### config.mk
export PLATFORM = sky130hd
export DESIGN_NAME = sbi_cross
export DESIGN_NICKNAME = d
export VERILOG_FILES = /design/src/design/sbi_pkg.sv /design/src/design/sbi_cross.sv
export SDC_FILE = /design/constraint.sdc
export NUM_CORES = 2
export LEC_CHECK = 0
export ABC_AREA = 1
export ABC_CLOCK_PERIOD_IN_PS = 10200
export BUFFER_PORTS_ARGS = -buffer_cell sky130_fd_sc_hd__buf_4
export CORE_UTILIZATION = 56
export DETAILED_ROUTE_END_ITERATION = 12
export PLACE_DENSITY_LB_ADDON = 0.15
export SYNTH_ARGS = -nofsm -noshare
export SYNTH_HDL_FRONTEND = slang
export SYNTH_SLANG_ARGS = --single-unit
### constraint.sdc
create_clock -name clk -period 10.2 [get_ports clk]
set_input_delay 2.04 -clock clk [delete_from_list [all_inputs] [get_ports clk]]
set_output_delay 2.04 -clock clk [all_outputs]
set_load 0.005 [all_outputs]
### src/design/sbi_pkg.sv
`timescale 1ns / 1ps
// Shared types and helpers for the segment versus box intersection test.
// No dependencies; imported by sbi_cross and the top level.
package sbi_pkg;

  // Strict sign of a value: pos and neg both low means zero.
  typedef struct packed {
    logic pos;
    logic neg;
  } sbi_sign_t;

  // True when both signs are nonzero and equal.
  function automatic logic sbi_same_side(sbi_sign_t a, sbi_sign_t b);
    return (a.pos & b.pos) | (a.neg & b.neg);
  endfunction

endpackage

### src/design/sbi_cross.sv
`timescale 1ns / 1ps
// Exact sign of the 2-D cross product dx*ey - dy*ex, two register stages.
// Depends on sbi_pkg.
module sbi_cross #(
  parameter int DW = 18,
  parameter int EW = 19
) (
  input  logic                    clk,
  input  logic                    en,
  input  logic signed [DW-1:0]    dx,
  input  logic signed [DW-1:0]    dy,
  input  logic signed [EW-1:0]    ex,
  input  logic signed [EW-1:0]    ey,
  output sbi_pkg::sbi_sign_t      sign_r
);
  import sbi_pkg::*;

  localparam int PW = DW + EW;

  logic signed [PW-1:0] p_nxt, q_nxt, p_r, q_r;
  logic        [PW:0]   diff;
  sbi_sign_t            sign_nxt;

  assign p_nxt = dx * ey;
  assign q_nxt = dy * ex;

  // one extra bit keeps the difference exact
  assign diff         = {p_r[PW-1], p_r} - {q_r[PW-1], q_r};
  assign sign_nxt.neg = diff[PW];
  assign sign_nxt.pos = !diff[PW] && (|diff);

  always_ff @(posedge clk) begin
    if (en) begin
      p_r    <= p_nxt;
      q_r    <= q_nxt;
      sign_r <= sign_nxt;
    end
  end

endmodule

[Word-level counts from Yosys, hierarchy flattened]
Cells that the tools add are included.
Cells by class
  $add $sub $neg: 1
  multipliers: 2
  reduce and logical (&&, ||, !) cells: 3
Operators with widths (number)
  multiplier 18 x 19 -> 37 bit: 2
  OR reduction 38 bit: 1
  subtractor 37 x 37 -> 38 bit: 1
  logical AND 1 bit: 1
  zero test 1 bit: 1
Storage, ports and cells
  register bits after elaboration: 76
  input port bits: 76
  output and inout port bits: 2
  word-level logic and storage cells: 10

[Longest topological paths before layout]
  depth in word-level cells: 3
  gate-level depth with buffers: 28
  depth with buffers taken out: 26

[Least setup slack after synthesis]
No wires, ideal clock.
  kind: input-to-reg
  from: in dy[4]
  to: reg q_r[36] (data pin)
  library setup time: 0.260 ns
  arrival: 7.429 ns
  data required time: 9.940 ns
  path slack: 2.511 ns
  stages: 22
  buffers on the path: 2
  cell sequence: clkbuf_1 clkbuf_1 nand2_1 fa_1 inv_1 fa_1 fa_1 fa_1 fa_1 inv_1 fa_1 inv_1 ha_1 nand2_1 nor4_1 nand3_1 nand3_1 nand2_1 nand2_1 nand2_1 nand2_1 xnor2_1
On the way
  word-level cells in the longest chain between the ends: 1
RTL lines
  start: declaration: line sbi_cross.sv:11  | input logic signed [DW-1:0] dy,
  multiplier 18 x 19 -> 37 bit: line sbi_cross.sv:25  | assign q_nxt = dy * ex;
  net q_nxt[36]: line sbi_cross.sv:20  | logic signed [PW-1:0] p_nxt, q_nxt, p_r, q_r;
  end signal: assignment: line sbi_cross.sv:35  | q_r <= q_nxt;
  end: declaration: line sbi_cross.sv:20
The timed path passes the listed nets, and every way through them passes these cells.
A chain may end at the register's enable or synchronous reset.

[Worst setup path in the final report]
  from: in dx[0]
  to: reg p_r[33] (data pin)
On the way
  word-level cells in the longest chain between the ends: 1
RTL lines
  start: declaration: line sbi_cross.sv:10  | input logic signed [DW-1:0] dx,
  multiplier 18 x 19 -> 37 bit: line sbi_cross.sv:24  | assign p_nxt = dx * ey;
  net p_nxt[33]: line sbi_cross.sv:20
  end signal: assignment: line sbi_cross.sv:34  | p_r <= p_nxt;
  end: declaration: line sbi_cross.sv:20
The timed path passes the listed nets, and every way through them passes these cells.

==> flow_metrics.env <==
export IMPL_status="complete, no violations"
export IMPL_grt_pass1_wl_mm=117
export IMPL_cts_htree_levels=3
export IMPL_relSlewSlack_pct=35.0
export IMPL_synth_area_leader_cell="fa_1"
export IMPL_start_util_pct=57.1
export IMPL_antenna_found_initial=0
export IMPL_hold_violations=0
export IMPL_setup_viol=0
export IMPL_required_ns=10.30
export IMPL_numCtsBuffers=9
export IMPL_rows=86
export IMPL_wl_per_cell_um=14.3
export IMPL_die_area_um2=57500
export IMPL_drive_above_1_share_pct=3.71
export IMPL_synth_top_area_share_pct=43.7
export IMPL_cp_end_kind="register"
export IMPL_port_buffers=77
export IMPL_dp_hpwl_mm=59.3
export IMPL_startpoint_type="input port"
export IMPL_synth_area_leaders="fa_1 44%, inv_1 16%, nand2_1 13%, ha_1 9.0%, edfxtp_1 7.2%"
export IMPL_insertion_delay_ns=0.36
export IMPL_diodes=0
export IMPL_cts_tree="yes"
export IMPL_cp_max_fo=19
export IMPL_syn_area_per_cell_um2=7.73
export IMPL_fin_worst_skew_ns=0.00562
export IMPL_cts_root_buffer="clkbuf_16"
export IMPL_setup_tns_ns=0
export IMPL_post_route_period_util_pct=74.7
export IMPL_clkTransAtPathRegs_ns=0.06
export IMPL_clockBufferDepth=2
export IMPL_dr_pass1_iters=6
export IMPL_grt_remaining_overflow=0
export IMPL_tightest_slew_ns=0.976
export IMPL_place_congestion=0.926
export IMPL_arrival_ns=7.72
export IMPL_vias_per_cell=4.96
export IMPL_post_route_min_period_ns=7.62
export IMPL_core_um2=55500
export IMPL_ios=78
export IMPL_synth_edf_count=76
export IMPL_maxCapViolations=0
export IMPL_postCtsSetupRepairBufs=0
export IMPL_min_path_type="register to register"
export IMPL_grt_max_degree=77
export IMPL_post_cts_resized=0
export IMPL_final_cell_mix="1342 x inv_1, 1064 x nand2_1, 691 x fa_1, 227 x ha_1, 148 x nor2_1"
export IMPL_cts_hold_buf=0
export IMPL_die_width_um=240
export IMPL_layout_commonest_cell="inv_1"
export IMPL_grt_pass1_vias=24190
export IMPL_syn_num_nets=5094
export IMPL_drc=0
export IMPL_ys_seq_area_share_pct=7.20
export IMPL_die_height_um=240
export IMPL_synthFlopType="edfxtp_1"
export IMPL_synth_area_um2=31700
export IMPL_drt_iter0_drc=1629
export IMPL_ant_nets=0
export IMPL_syn_to_final_growth_pct=4.06
export IMPL_fmax_mhz=131
export IMPL_nets=5034
export IMPL_wirelength_mm=68.7
export IMPL_rsz0062_at_grt="false"
export IMPL_ys_warnings_count=0
export IMPL_fillers=5269
export IMPL_cts_num_sinks=76
export IMPL_grt_use_total_pct=25.7
export IMPL_synthArstFlopShare_pct=0
export IMPL_via_count=23761
export IMPL_drv_slew=0
export IMPL_yosysUniqueCellTypes=40
export IMPL_synthCells=4100
export IMPL_synth_seq_cells=76
export IMPL_path_class="input port to register"
==> through the flow <==
step                instance area, µm²  setup WS [ns]  hold slack [ns]  instances  utilization, %
global placement                 32600           2.38            0.917       4777            58.8
global route                     33000           2.24             1.01       4793            59.4
detailed placement               32600           2.24            0.907       4777            58.8
finish                           33000           2.58            0.925       4793            59.4
CTS                              33000           2.61            0.938       4793            59.4
floorplan                        31700           2.51            0.788       4100               -
==> layout make-up <==
| cell class | instances | area [µm²] | area share (%) |
|---|---|---|---|
| clock buffer | 9 | 225 | 0.683 |
| clock inverter | 7 | 101 | 0.307 |
| inverter | 1351 | 5070 | 15.4 |
| multi-input combinational | 2525 | 23800 | 72.1 |
| sequential | 76 | 2280 | 6.92 |
| tap | 748 | 936 | 2.84 |
| timing repair buffer | 77 | 578 | 1.75 |
==> registers in the layout (all words and copies together) (netlist names) <==
register / count
sign_r: 2
p_r: 37
q_r: 37
==> critical path: stages <==
cell,delay [ns]
buf_4,0.19
nand2_1,0.13
inv_1,0.10
fa_1,0.58
inv_1,0.13
fa_1,0.53
inv_1,0.06
ha_1,0.52
inv_1,0.23
fa_1,0.52
inv_1,0.05
fa_1,0.52
inv_1,0.05
fa_1,0.47
inv_1,0.04
ha_1,0.33
nand2_1,0.14
nor3_1,0.27
nand3_1,0.11
nand3_1,0.19
nand2_1,0.08
nand2_1,0.14
a31oi_1,0.12
xor2_1,0.16
==> synthesized netlist by cell type, drive strengths merged, types with 5 or more instances <==
cell / n
nand2: 1077
inv: 1349
edfxtp: 76
ha: 227
a21o: 8
fa: 691
o21ai: 38
xnor2: 42
a31oi: 9
o21a: 5
o21bai: 6
nand4: 19
a21oi: 89
xor2: 47
nand3: 66
clkbuf: 131
or2: 11
nor2: 158
nor3: 15
buf: 17
==> path summary, 6_finish.rpt <==
check,cells past startpoint,start,slack [ns],endpoint
worst min-delay path,3,p_r[36],0.93,sign_r[0]
worst max-delay path,24,dx[0],2.58,p_r[33]
worst max register to register,17,p_r[0],7.06,sign_r[1]
worst min register to register,3,p_r[36],0.93,sign_r[0]
==> cells by family (layout without fill, tap and decap cells) <==
family                     after synthesis  count (layout)  synth area share (%)
AOI/OAI and AO/OA                      166             166                  3.03
buffers and inverters                 1499            1444                  17.8
xor gates and xnor gates                89              89                  2.46
DFF                                     76              76                  7.20
adders and majority gates              918             918                  52.6
and+or+nand+nor                       1352            1352                  16.9
==> layer usage <==
layer	share of wire, %	global-route usage (%)	vias up
li1	-	-	11352
met1	44	35.9	11669
met2	49	44.1	663
met3	6.0	2.58	77
met4	1.4	4.19	0
met5	0	0	-
Power is not shown: default switching activity piles up to over one toggle a cycle in this logic, so the estimate is an artifact.
